<file path="config.mk">
export PLATFORM = sky130hd
export DESIGN_NAME = ymodem_block_sender_unit
export DESIGN_NICKNAME = d
export VERILOG_FILES = /design/src/design/ybs_pkg.sv /design/src/design/ybs_buffer.sv /design/src/design/ymodem_block_sender_unit.sv
export SDC_FILE = /design/constraint.sdc
export NUM_CORES = 2
export LEC_CHECK = 0
export BUFFER_PORTS_ARGS = -buffer_cell sky130_fd_sc_hd__buf_2
export CAP_MARGIN = 5
export CORE_MARGIN = 2
export CORE_UTILIZATION = 30
export DETAILED_ROUTE_END_ITERATION = 10
export GPL_TIMING_DRIVEN = 0
export MAX_ROUTING_LAYER = met4
export PLACE_DENSITY = 0.42
export SYNTH_ARGS = -nofsm -noshare
export SYNTH_HDL_FRONTEND = slang
export SYNTH_SLANG_ARGS = --single-unit
</file>
<file path="constraint.sdc">
create_clock -name clk -period 16.91 [get_ports clk]
set_input_delay 1.691 -clock clk [delete_from_list [all_inputs] [get_ports clk]]
set_output_delay 1.691 -clock clk [all_outputs]
set_load 0.01 [all_outputs]
</file>
<file path="src/design/ybs_pkg.sv">
// ----------------------------------------------------------------------------
// ybs_pkg
// Types, codes and the CRC helper shared by the block sender modules.
// ----------------------------------------------------------------------------
`default_nettype none
package ybs_pkg;
  localparam int BLOCK_BYTES = 128;
  localparam int IDX_W = $clog2(BLOCK_BYTES);
  localparam int POS_W = $clog2(BLOCK_BYTES + 5);

  typedef enum logic [3:0] {
    PH_IDLE, PH_BLK_TX, PH_BLK_WAIT, PH_EOT1_TX, PH_EOT1_WAIT,
    PH_EOT2_TX, PH_EOT2_WAIT, PH_REQ_WAIT, PH_CAN_TX, PH_DRAIN
  } phase_t;

  typedef enum logic [2:0] {
    OP_LOAD, OP_PARTNER, OP_TICK, OP_SLOT, OP_SEND_BLOCK, OP_SEND_EOT,
    OP_WAIT_REQ, OP_CANCEL
  } op_t;

  typedef enum logic [1:0] {
    REG_REPLY_TIMEOUT, REG_POLL_PERIOD, REG_RETRY_LIMIT, REG_DRAIN
  } reg_idx_t;

  localparam logic [1:0] ST_OK = 2'd0;
  localparam logic [1:0] ST_CANCELED = 2'd1;
  localparam logic [1:0] ST_TIMEOUT = 2'd2;

  localparam logic [7:0] B_SOH = 8'h01;
  localparam logic [7:0] B_STX = 8'h02;
  localparam logic [7:0] B_EOT = 8'h04;
  localparam logic [7:0] B_ACK = 8'h06;
  localparam logic [7:0] B_NAK = 8'h15;
  localparam logic [7:0] B_CAN = 8'h18;
  localparam logic [7:0] B_REQ = 8'h43;
  localparam logic [7:0] B_ETX = 8'h03;
  localparam logic [7:0] B_SUB = 8'h1a;
  localparam logic [7:0] B_NUL = 8'h00;

  typedef struct packed {
    logic [2:0] operation;
    logic [7:0] data_byte;
    logic [6:0] buffer_index;
    logic       restart_sequence;
    logic [7:0] wait_limit;
  } in_item_t;

  typedef struct packed {
    logic       kind;
    logic [7:0] tx_byte;
    logic [1:0] status;
    logic [7:0] sequence_res;
  } out_item_t;

  function automatic logic [15:0] crc_step(logic [15:0] crc, logic [7:0] b);
    logic [15:0] c;
    c = crc ^ {b, 8'h00};
    for (int i = 0; i < 8; i++) begin
      c = c[15] ? ((c << 1) ^ 16'h1021) : (c << 1);
    end
    return c;
  endfunction
endpackage
`default_nettype wire

</file>
<file path="src/design/ybs_buffer.sv">
// ----------------------------------------------------------------------------
// ybs_buffer
// Block buffer memory: one write port, one registered read port.
// ----------------------------------------------------------------------------
`default_nettype none
module ybs_buffer (
  input  wire logic                       clk,
  input  wire logic                       wr_en,
  input  wire logic [ybs_pkg::IDX_W-1:0]  wr_addr,
  input  wire logic [7:0]                 wr_data,
  input  wire logic [ybs_pkg::IDX_W-1:0]  rd_addr,
  output logic      [7:0]                 rd_data
);
  logic [7:0] mem [ybs_pkg::BLOCK_BYTES];

  always_ff @(posedge clk) begin
    if (wr_en) begin
      mem[wr_addr] <= wr_data;
    end
    rd_data <= mem[rd_addr];
  end
endmodule
`default_nettype wire

</file>
<file path="src/design/ymodem_block_sender_unit.sv">
// ----------------------------------------------------------------------------
// ymodem_block_sender_unit
// YMODEM sender: frames 128-byte blocks with CRC-16 and runs the handshakes.
// ----------------------------------------------------------------------------
// Usage: every input transaction carries an operation (load byte, partner
// byte, millisecond tick, transmit slot, send block, send EOT, wait request
// or cancel). Each transaction produces zero or one result transaction: a byte
// to transmit or a finish status with the current sequence number.
// An accepted transaction is held in an input register while the buffer
// memory is read, then the state update and the result are computed and
// the result is placed in the output register. One transaction is accepted
// per cycle; the rate is set by the single result register, so in_ready
// drops only when the output register is full and the receiver stalls it.
// The buffer read for the next frame byte is issued when the item enters the
// input register, so consecutive transmit slots still run back to back.
// Reset (rst_n low, synchronous) returns the block to idle, zeroes the
// sequence and loads the register reset values; the buffer is not cleared.
// ----------------------------------------------------------------------------
`default_nettype none
module ymodem_block_sender_unit (
  input  wire logic               clk,
  input  wire logic               rst_n,
  input  wire logic               in_valid,
  output logic                    in_ready,
  input  wire ybs_pkg::in_item_t  in_data,
  output logic                    out_valid,
  input  wire logic               out_ready,
  output ybs_pkg::out_item_t      out_data,
  input  wire logic               cfg_we,
  input  wire logic [1:0]         cfg_index,
  input  wire logic [15:0]        cfg_wdata
);
  // Configuration registers.
  logic [15:0] reply_to_r, poll_r, drain_r;
  logic [7:0]  retry_r;

  // State registers.
  ybs_pkg::phase_t phase_r, phase_nxt;
  logic [7:0]  seq_r, seq_nxt;
  logic [ybs_pkg::POS_W-1:0] pos_r, pos_nxt;
  logic [15:0] crc_r, crc_nxt;
  logic [15:0] el_r, el_nxt;
  logic [7:0]  att_r, att_nxt, cap_r, cap_nxt;

  // Input stage.
  logic               s1_valid_r;
  ybs_pkg::in_item_t  s1_r;
  logic               ov_r;
  ybs_pkg::out_item_t od_r;
  logic               res_v;
  ybs_pkg::out_item_t res;

  // Stage 1 advances whenever the output register can take its result.
  logic adv;
  assign adv = !ov_r || out_ready;
  assign in_ready = adv;
  assign out_valid = ov_r;
  assign out_data = od_r;

  // Buffer read address: the data position the next slot will need. When a
  // slot is in stage 1 and advances, the following position is pos_r + 1.
  logic [7:0] rd_pos;
  logic [ybs_pkg::IDX_W-1:0] rd_addr;
  logic [7:0] rd_data;
  assign rd_pos = 8'(adv ? pos_nxt : pos_r) - 8'd3;
  assign rd_addr = rd_pos[ybs_pkg::IDX_W-1:0];

  // Loads in stage 1 write the buffer; a read of the same address in the same
  // cycle is forwarded.
  logic wr_en;
  assign wr_en = s1_valid_r && adv && s1_r.operation == ybs_pkg::OP_LOAD;

  ybs_buffer u_buf (
    .clk(clk), .wr_en(wr_en), .wr_addr(s1_r.buffer_index),
    .wr_data(s1_r.data_byte), .rd_addr(rd_addr), .rd_data(rd_data)
  );

  logic       fwd_r;
  logic [7:0] fwd_data_r;
  logic [7:0] buf_byte;
  always_ff @(posedge clk) begin
    fwd_r <= wr_en && s1_r.buffer_index == rd_addr;
    fwd_data_r <= s1_r.data_byte;
  end
  assign buf_byte = fwd_r ? fwd_data_r : rd_data;
  // When stage 1 stalls the read address holds, so the read data stays valid.

  // Next state and result for the item in stage 1.
  always_comb begin
    logic [15:0] limit;
    logic [15:0] el_inc;
    logic        do_fail, to_blk, wait_ph;
    logic [7:0]  att_inc;
    logic [1:0]  fst;
    logic        fin;
    logic [7:0]  b;
    phase_nxt = phase_r; seq_nxt = seq_r; pos_nxt = pos_r; crc_nxt = crc_r;
    el_nxt = el_r; att_nxt = att_r; cap_nxt = cap_r;
    res_v = 1'b0; fin = 1'b0; fst = ybs_pkg::ST_OK; b = 8'h00;
    do_fail = 1'b0; to_blk = 1'b0;
    limit = reply_to_r; el_inc = el_r + 16'd1; att_inc = att_r + 8'd1;
    wait_ph = 1'b0;
    if (s1_valid_r) begin
      case (s1_r.operation) inside
        ybs_pkg::OP_PARTNER: begin
          case (phase_r)
            ybs_pkg::PH_BLK_WAIT: begin
              if (s1_r.data_byte == ybs_pkg::B_ACK) begin
                seq_nxt = seq_r + 8'd1; fin = 1'b1;
              end else if (s1_r.data_byte == ybs_pkg::B_CAN) begin
                fin = 1'b1; fst = ybs_pkg::ST_CANCELED;
              end else begin
                do_fail = 1'b1; to_blk = 1'b1;
              end
            end
            ybs_pkg::PH_EOT1_WAIT: begin
              if (s1_r.data_byte == ybs_pkg::B_ACK) fin = 1'b1;
              else if (s1_r.data_byte == ybs_pkg::B_CAN) begin
                fin = 1'b1; fst = ybs_pkg::ST_CANCELED;
              end else if (s1_r.data_byte == ybs_pkg::B_NAK) begin
                phase_nxt = ybs_pkg::PH_EOT2_TX; el_nxt = '0;
              end else do_fail = 1'b1;
            end
            ybs_pkg::PH_EOT2_WAIT: begin
              if (s1_r.data_byte == ybs_pkg::B_ACK) fin = 1'b1;
              else if (s1_r.data_byte == ybs_pkg::B_CAN) begin
                fin = 1'b1; fst = ybs_pkg::ST_CANCELED;
              end else do_fail = 1'b1;
            end
            ybs_pkg::PH_REQ_WAIT: begin
              if (s1_r.data_byte == ybs_pkg::B_REQ) fin = 1'b1;
              else if (s1_r.data_byte == ybs_pkg::B_CAN ||
                       s1_r.data_byte == ybs_pkg::B_NUL ||
                       s1_r.data_byte == ybs_pkg::B_ETX ||
                       s1_r.data_byte == ybs_pkg::B_SUB) begin
                fin = 1'b1; fst = ybs_pkg::ST_CANCELED;
              end else begin
                el_nxt = '0; wait_ph = 1'b1;
                if (cap_r != 8'd0) do_fail = 1'b1;
              end
            end
            ybs_pkg::PH_DRAIN: fin = 1'b1;
            default: ;
          endcase
        end
        ybs_pkg::OP_TICK: begin
          if (phase_r == ybs_pkg::PH_BLK_WAIT || phase_r == ybs_pkg::PH_EOT1_WAIT ||
              phase_r == ybs_pkg::PH_EOT2_WAIT || phase_r == ybs_pkg::PH_REQ_WAIT ||
              phase_r == ybs_pkg::PH_DRAIN) begin
            if (phase_r == ybs_pkg::PH_REQ_WAIT) limit = poll_r;
            else if (phase_r == ybs_pkg::PH_DRAIN) limit = drain_r;
            if (el_inc < limit) el_nxt = el_inc;
            else begin
              el_nxt = '0;
              case (phase_r)
                ybs_pkg::PH_BLK_WAIT: begin do_fail = 1'b1; to_blk = 1'b1; end
                ybs_pkg::PH_REQ_WAIT: begin
                  wait_ph = 1'b1;
                  if (cap_r != 8'd0) do_fail = 1'b1;
                end
                ybs_pkg::PH_DRAIN: fin = 1'b1;
                default: do_fail = 1'b1;
              endcase
            end
          end
        end
        ybs_pkg::OP_SLOT: begin
          case (phase_r)
            ybs_pkg::PH_BLK_TX: begin
              res_v = 1'b1;
              pos_nxt = pos_r + 1'b1;
              if (pos_r == '0) begin
                crc_nxt = '0;
                b = (ybs_pkg::BLOCK_BYTES == 1024) ? ybs_pkg::B_STX : ybs_pkg::B_SOH;
              end else if (pos_r == ybs_pkg::POS_W'(1)) b = seq_r;
              else if (pos_r == ybs_pkg::POS_W'(2)) b = ~seq_r;
              else if (pos_r < ybs_pkg::POS_W'(3 + ybs_pkg::BLOCK_BYTES)) begin
                b = buf_byte; crc_nxt = ybs_pkg::crc_step(crc_r, buf_byte);
              end else if (pos_r == ybs_pkg::POS_W'(3 + ybs_pkg::BLOCK_BYTES))
                b = crc_r[15:8];
              else begin
                b = crc_r[7:0]; phase_nxt = ybs_pkg::PH_BLK_WAIT; el_nxt = '0;
              end
            end
            ybs_pkg::PH_EOT1_TX: begin
              res_v = 1'b1; b = ybs_pkg::B_EOT;
              phase_nxt = ybs_pkg::PH_EOT1_WAIT; el_nxt = '0;
            end
            ybs_pkg::PH_EOT2_TX: begin
              res_v = 1'b1; b = ybs_pkg::B_EOT;
              phase_nxt = ybs_pkg::PH_EOT2_WAIT; el_nxt = '0;
            end
            ybs_pkg::PH_CAN_TX: begin
              res_v = 1'b1; b = ybs_pkg::B_CAN;
              if (pos_r == '0) pos_nxt = ybs_pkg::POS_W'(1);
              else begin
                pos_nxt = '0; phase_nxt = ybs_pkg::PH_DRAIN; el_nxt = '0;
              end
            end
            default: ;
          endcase
        end
        ybs_pkg::OP_SEND_BLOCK, ybs_pkg::OP_SEND_EOT, ybs_pkg::OP_WAIT_REQ,
        ybs_pkg::OP_CANCEL: begin
          if (phase_r == ybs_pkg::PH_IDLE || s1_r.operation == ybs_pkg::OP_CANCEL) begin
            pos_nxt = '0; crc_nxt = '0; el_nxt = '0; att_nxt = '0;
            case (s1_r.operation)
              ybs_pkg::OP_SEND_BLOCK: begin
                phase_nxt = ybs_pkg::PH_BLK_TX; cap_nxt = retry_r;
                if (s1_r.restart_sequence) seq_nxt = '0;
              end
              ybs_pkg::OP_SEND_EOT: begin
                phase_nxt = ybs_pkg::PH_EOT1_TX; cap_nxt = retry_r;
              end
              ybs_pkg::OP_WAIT_REQ: begin
                phase_nxt = ybs_pkg::PH_REQ_WAIT; cap_nxt = s1_r.wait_limit;
              end
              default: begin
                phase_nxt = ybs_pkg::PH_CAN_TX; cap_nxt = '0;
              end
            endcase
          end
        end
        default: ;
      endcase
      if (do_fail) begin
        att_nxt = att_inc;
        if (att_inc >= cap_r || cap_r == 8'd0) begin
          fin = 1'b1; fst = ybs_pkg::ST_TIMEOUT;
        end else begin
          phase_nxt = to_blk ? ybs_pkg::PH_BLK_TX :
                      (wait_ph ? ybs_pkg::PH_REQ_WAIT : ybs_pkg::PH_EOT1_TX);
          pos_nxt = '0; el_nxt = '0;
        end
      end
      if (fin) begin
        phase_nxt = ybs_pkg::PH_IDLE; pos_nxt = '0; el_nxt = '0; res_v = 1'b1;
      end
    end
    res.kind = fin;
    res.tx_byte = fin ? 8'h00 : b;
    res.status = fin ? fst : ybs_pkg::ST_OK;
    res.sequence_res = seq_nxt;
  end

  always_ff @(posedge clk) begin
    if (!rst_n) begin
      reply_to_r <= 16'd5000; poll_r <= 16'd1000; retry_r <= 8'd5; drain_r <= 16'd1000;
    end else if (cfg_we) begin
      unique case (ybs_pkg::reg_idx_t'(cfg_index))
        ybs_pkg::REG_REPLY_TIMEOUT: reply_to_r <= cfg_wdata;
        ybs_pkg::REG_POLL_PERIOD:   poll_r <= cfg_wdata;
        ybs_pkg::REG_RETRY_LIMIT:   retry_r <= cfg_wdata[7:0];
        ybs_pkg::REG_DRAIN:         drain_r <= cfg_wdata;
        default: ;
      endcase
    end
  end

  always_ff @(posedge clk) begin
    if (!rst_n) begin
      phase_r <= ybs_pkg::PH_IDLE; seq_r <= '0; pos_r <= '0; crc_r <= '0;
      el_r <= '0; att_r <= '0; cap_r <= '0; s1_valid_r <= 1'b0; ov_r <= 1'b0;
    end else if (adv) begin
      phase_r <= phase_nxt; seq_r <= seq_nxt; pos_r <= pos_nxt; crc_r <= crc_nxt;
      el_r <= el_nxt; att_r <= att_nxt; cap_r <= cap_nxt;
      s1_valid_r <= in_valid;
      ov_r <= res_v;
    end
  end

  always_ff @(posedge clk) begin
    if (adv) begin
      s1_r <= in_data;
      od_r <= res;
    end
  end
endmodule
`default_nettype wire

</file>
# --- Word-level counts from Yosys, hierarchy flattened ---
# Memories as Yosys holds them, arrays and structs flattened. A register that Yosys moved wholly into a read port is not among the register bits.
# Cells that the tools add are included.
word_totals:
  reg_bits: 181
  ramBits: 1024
  inputBits: 50
  wordCells: 288
  memories: 1
memory_table:
  columns: ["memory", "words", "word_bits", "rd", "rd_clocked_by_memory_dff", "wr", "line", "source"]
  rows:
  - ["u_buf.mem", 128, 8, 1, 1, 1, "ybs_buffer.sv:14", "logic [7:0] mem [ybs_pkg::BLOCK_BYTES];"]
classes:
  n_addsub: 5
  n_lt_le_gt_ge: 3
  eq_ne: 36
  mux: 164
  bitwise_logic: 14
  n_reduce_logical: 41
op_table:
  columns: ["op", "n"]
  rows:
  - ["two-way mux 16 bit", 35]
  - ["two-way mux 8 bit", 32]
  - ["two-way mux 13 bit", 8]
  - ["two-way mux 4 bit", 18]
  - ["two-way mux 1 bit", 55]
  - ["one-hot mux 16 bit (3 select lines)", 1]
  - ["one-hot mux 16 bit (2 select lines)", 1]
  - ["one-hot mux 8 bit (2 select lines)", 2]
  - ["adder 8 x 1 -> 8 bit, second input constant", 3]
  - ["== test 8 x 5 -> 1 bit, second input constant", 3]
  - ["logical NOT 8 bit", 3]
  - ["NOT 3 bit", 8]
  - ["one-hot mux 8 bit (3 select lines)", 1]
  - ["adder 16 x 1 -> 16 bit, second input constant", 1]
  - ["== test 4 x 3 -> 1 bit, second input constant", 4]
  - ["== test 8 x 2 -> 1 bit, second input constant", 2]
  - ["< comparator 16 bit", 1]
  - ["one-hot mux 4 bit (4 select lines)", 1]
  - ["XOR 16 bit", 1]
  - ["AND reduction 7 bit", 2]
  - ["== test 3 bit, second input constant", 4]
  - ["one-hot mux 4 bit (3 select lines)", 1]
  - ["AND reduction 2 bit", 6]
  - ["logical OR 1 bit", 10]
  - ["37 further kinds", 60]

# --- Logic depth before layout (Yosys ltp) ---
depth:
  word_depth: 24
  ltp_mapped: 31
  depth_no_buf: 26

# --- Modules after synthesis ---
# A second synthesis with hierarchy kept.
unflattened:
  hier_cells: 2884
  hier_area_um2: 49735.2
by_module_without_submodules:
  columns: ["module", "instances", "cells_each", "area_each_um2", "seq_area_each_um2"]
  rows:
  - ["ybs_buffer", 1, 1634, 39656.8, 30909.6]
  - ["ymodem_block_sender_unit", 1, 1250, 10078.4, 4083.9]

# --- Least setup slack after synthesis ---
# OpenSTA, ideal clock, no wires.
synth_timing:
  kind: "input to register"
  startpoint: "input port out_ready"
  endpoint: "register u_buf.rd_data[3], read port of u_buf.mem"
  setup_ns: 0.127
  t_arrival_ns: 6.649
  required_time_ns: 16.783
  path_slack_ns: 10.133
  path_stages: 21
  n_path_buf: 5
  cell_sequence: "nor2b_1 clkbuf_1 clkinv_1 nand2_1 nor2_1 a32o_1 a31oi_1 inv_1 ha_1 clkbuf_1 nand2_1 o21ba_1 or4_1 buf_4 buf_6 buf_4 a31oi_1 nand3_1 and3_1 a211oi_1 nor4_2"
synth_between:
  elab_chain_len: 3
synth_rtl:
  columns: ["element", "line", "source"]
  rows:
  - ["start, declared", "ymodem_block_sender_unit.sv:27", "input wire logic out_ready,"]
  - ["logical OR 1 bit", "ymodem_block_sender_unit.sv:55", "assign adv = !ov_r || out_ready;"]
  - ["named net in_ready", "ymodem_block_sender_unit.sv:24", "output logic in_ready,"]
  - ["two-way mux 8 bit", null, null]
  - ["subtractor 7 x 2 -> 7 bit", "ymodem_block_sender_unit.sv:65", "assign rd_pos = 8'(adv ? pos_nxt : pos_r) - 8'd3;"]
  - ["end, declared", "ybs_buffer.sv:12", "output logic [7:0] rd_data"]
# The timed path passes the listed nets, and every way through them passes these cells.
# A chain may end at the register's enable or synchronous reset.

# --- Final worst setup path ---
layout_timing:
  startpoint: "register phase_r[1]"
  endpoint: "register u_buf.rd_data[4], read port of u_buf.mem"
layout_between:
  elab_chain_len: 19
  elab_cells_between_ends: 50
layout_rtl:
  columns: ["element", "line", "source"]
  rows:
  - ["start, declared", "ymodem_block_sender_unit.sv:38", "ybs_pkg::phase_t phase_r, phase_nxt;"]
  - ["start signal, assigned", "ymodem_block_sender_unit.sv:265", "phase_r <= phase_nxt; seq_r <= seq_nxt; pos_r <= pos_nxt; crc_r <= crc_nxt;"]
  - ["== test 4 bit", null, null]
  - ["two-way mux 16 bit", "ymodem_block_sender_unit.sv:151", "else if (phase_r == ybs_pkg::PH_DRAIN) limit = drain_r;"]
  - ["two-way mux 16 bit", "ymodem_block_sender_unit.sv:150", "if (phase_r == ybs_pkg::PH_REQ_WAIT) limit = poll_r;"]
  - ["two-way mux 16 bit", "ymodem_block_sender_unit.sv:147", "if (phase_r == ybs_pkg::PH_BLK_WAIT || phase_r == ybs_pkg::PH_EOT1_WAIT ||"]
  - ["two-way mux 16 bit (2 in a row)", "ymodem_block_sender_unit.sv:104", "case (s1_r.operation) inside"]
  - ["two-way mux 16 bit", "ymodem_block_sender_unit.sv:103", "if (s1_valid_r) begin"]
  - ["< comparator 16 bit", "ymodem_block_sender_unit.sv:152", "if (el_inc < limit) el_nxt = el_inc;"]
  - ["two-way mux 1 bit", "ymodem_block_sender_unit.sv:152", null]
  - ["two-way mux 1 bit", "ymodem_block_sender_unit.sv:147", null]
  - ["two-way mux 1 bit (2 in a row)", "ymodem_block_sender_unit.sv:104", null]
  - ["two-way mux 1 bit (on tied branches)", "ymodem_block_sender_unit.sv:228, ymodem_block_sender_unit.sv:103", null]
  - ["two-way mux 1 bit", "ymodem_block_sender_unit.sv:226", "if (do_fail) begin"]
  - ["two-way mux 1 bit", "ymodem_block_sender_unit.sv:103", null]
  - ["two-way mux 8 bit *", "ymodem_block_sender_unit.sv:236", "if (fin) begin"]
  - ["two-way mux 8 bit *", "ymodem_block_sender_unit.sv:103", null]
  - ["two-way mux 8 bit *", null, null]
  - ["subtractor 7 x 2 -> 7 bit *", "ymodem_block_sender_unit.sv:65", null]
# Every way passes the cells marked *; elsewhere a longest branch is shown, timed or not. The select of a mux whose other input is x is not followed.

==> metrics.md <==
| Metric | Value |
|---|---|
| Status | finished, final reports clean |
| Vias in the first global route | around 30000 |
| Die area | 0.171 mm2 |
| Startpoint types | register |
| Worst R2R Path Depth | 24 |
| Slew Limit Fails | 0 |
| Routed len/inst | ~26 um |
| Least-Margin Pin Slew | between 1 and 1.5 ns |
| Peak VDD IR | about 0.000097 V |
| Hold violation total from the final report | 0 |
| First-pass GRT wire length | between 200000 and 250000 um |
| Min-Delay Path Class | reg -> reg |
| CP Max Fanout | 10 |
| Antenna violations before repair | 8 |
| TritonCTS Buffers | roughly 140 |
| Unique masters post-synth | 80 |
| Largest net degree at the start of global routing | 41 |
| Post-CTS sizing | 0 |
| Sink Count | 1213 |
| Placed Area | between 0.05 and 0.06 mm2 |
| Drt pass-1 iters | 5 |
| Synth Cell Area | about 0.050 mm2 |
| Residual DRC | 0 |
| Tcrit/Tclk final | 58.2% |
| Mapped Nets | between 3000 and 4000 |
| Synth area leaders | edfxtp_1 64%, mux4_2 8.6%, dfxtp_1 5.7% |
| Num rows | 150 |
| Setup tns final | 0 ns |
| CTS Hold Buffers Added | 0 |
| GRT Resource Usage Total | between 10% and 20% |
| Routed via count | between 20000 and 30000 |
| Relative slew slack | between 20% and 30% |
| Port bufs | between 60 and 70 |
| Cell Pwr Density | around 110 mW/mm2 |
| Area growth syn-to-layout | 17.7% |
| Internal reg-to-reg setup slack | between 7 and 8 ns |
| Hold WS | 0.464 ns |
| Leak | 19.6 nW |
| Synth Instances | 3308 |
| Clock Skews | ~0.044 ns |
| Post-synthesis sequential area ratio | a little over two thirds |
| CTS clock-pin slew for the worst setup and hold paths | ~0.060 ns |
| CTS tree | built |
| Post-synth ARST share | 0% |
| # diodes | 0 |
| Critical path type | reg -> reg |
| GP Congestion | 0.847 |
| Fill count | 15967 |
| Most frequent cells after synthesis | 1070 x edfxtp_1, 437 x nand2_1, 199 x nor2_1 |
| Initial Util | a little under a third |
| Unrepaired setup endpoints after global routing | false |
| Reg area | roughly 0.035 mm2 |
| Min cycle time layout | a little under 10 ns |
| Number of nets still failing antenna checks after routing | 0 |
| Maxcap violations | 0 |
| CTS root buf | clkbuf_16 |
| WP data arrival | about 10 ns |
| Final wirelength | roughly 160000 um |
| I/O Pins | 71 |
| Worst path required time | 17.49 ns |
| Die Ht | just over 400 um |
| H-Tree Depth | 4 |
| Seq cells post-synth | ~1200 |
| Post-CTS Setup Bufs | 0 |
| Hold Path Depth | 2 |
| Grt ovf | 0 |
| Pwr Total | ~0.0064 W |
| Mean post-synth cell area | around 15 um2 |
| Maximum clock path buffer count | 3 |
| Final setup vio count | 0 |
| Synth area leader | edfxtp_1 |
| Synth Warn # | 0 |
| DRT iter0 DRCs | 2716 |
| Clk Latency, worst-skew pair | roughly 0.8 ns |
| Most frequent cell after synthesis | edfxtp_1 |
| Fin nets | ~3700 |
| Top-area cell type share of the netlist area | between 60 and 70% |
| Post-DP HPWL | about 110000 um |
| EDFF count, synth | ~1100 |
| DIE WIDTH | slightly above 400 um |
| Main flop type after synthesis | edfxtp_1 |
| Routed vias/inst | just over 5 |
| Layout cells sized above 1 | ~17% |
| Fmax | ~100 MHz |
| Fin area | 0.0591 mm2 |
| Area occupied by multi-input gates | between 0.01 and 0.015 mm2 |
| Area of the core | approximately 0.17 mm2 |
| Setup crit end kind | register |
path summary, 6_finish.rpt:
check,startpoint,endpoint
setup / recovery,phase_r[1],u_buf.rd_data[4]
hold / removal,drain_r[1],drain_r[1]
setup reg to reg,phase_r[1],u_buf.rd_data[4]
hold reg to reg,drain_r[1],drain_r[1]
cells by family after synthesis:
family	share of synthesized area, %
AOI/OAI and AO/OA	6.60
xor gates and xnor gates	0.991
DFF	69.6
and+or+nand+nor	9.26
buffers and inverters	2.08
muxes	10.7
adders and majority gates	0.772
report_power, final:
part	leakage, nW	switching [W]	internal (W)
Combinational	6.55	0.000117	0.0000661
Sequential	10.9	0.0000121	0.00327
Clock	2.12	0.00125	0.00168
sequential cells by signal, indices dropped and copies added, names as in the netlist, 16 cells and up:
name / flops
u_buf.mem: 1024
crc_r: 16
out_data: 19
reply_to_r: 16
s1_r: 27
el_r: 16
drain_r: 16
poll_r: 16
stage by stage:
step	std cells	utilization (%)	setup WS, ns
floorplan	3308	-	10.13
global placement	5581	32.0	4.87
detailed placement	5637	32.8	6.91
CTS	5884	35.4	6.84
global route	5884	35.4	6.68
finish	5884	35.4	7.07
worst max-delay path, stage by stage (launching register included):
cell       delay, ns
dfxtp_1         0.32
buf_2           0.21
nand4bb_1       0.14
clkbuf_1        0.59
buf_1           0.54
nand2_1         0.11
a21oi_1         0.20
a21oi_1         0.09
ha_1            0.35
nand4_1         0.11
nor3_1          0.38
o2111ai_1       0.34
a31oi_2         0.58
a211oi_4        0.17
a31oi_2         0.52
inv_1           0.25
ha_1            0.36
clkbuf_1        0.67
clkbuf_1        0.89
clkbuf_1        0.63
mux4_2          0.36
mux2i_1         0.15
a32oi_1         0.53
a31oi_1         0.24
nor4_1          0.83
layout make-up:
| type | instances | area share (%) |
|---|---|---|
| repair buffers | 125 | 2.97 |
| inverters | 26 | 0.167 |
| flip-flops and latches | 1213 | 59.2 |
| plain buffers | 201 | 1.61 |
| clock buffers | 178 | 6.27 |
| multi-input cells | 1868 | 24.0 |
| clock inverters | 69 | 1.11 |
| well taps | 2204 | 4.66 |
metal layers:
layer / vias up / global-route usage, % / routed length (um)
met1: 15491 / 24.8 / 69800
met2: 754 / 29.6 / 74500
met3: 211 / 2.48 / 6710
met4: 0 / 5.69 / 4240
li1: 13366 / - / -
met5: - / - / 0
cells in the final DEF (no fill, tap or decap), types with 13 or more instances in the layout:
| cell | instances |
|---|---|
| a211oi_1 | 13 |
| a21boi_0 | 44 |
| a21oi_1 | 120 |
| a221oi_1 | 14 |
| a22oi_1 | 37 |
| a31oi_1 | 48 |
| a32o_1 | 26 |
| a32oi_1 | 42 |
| and2_1 | 13 |
| and3_1 | 20 |
| buf_16 | 46 |
| buf_2 | 120 |
| buf_4 | 25 |
| clkbuf_1 | 143 |
| clkbuf_16 | 142 |
| clkinv_1 | 24 |
| clkinv_2 | 23 |
| dfxtp_1 | 143 |
| edfxtp_1 | 1070 |
| ha_1 | 31 |
| inv_1 | 25 |
| mux2i_1 | 103 |
| mux4_2 | 192 |
| nand2_1 | 437 |
| nand3_1 | 117 |
| nor2_1 | 199 |
| nor2b_1 | 73 |
| nor3_1 | 21 |
| nor3b_1 | 28 |
| nor4_1 | 15 |
| o21ai_0 | 60 |
| or3_1 | 13 |
| xnor2_1 | 31 |
| xor2_1 | 24 |
(Power assumes the default switching activity.)
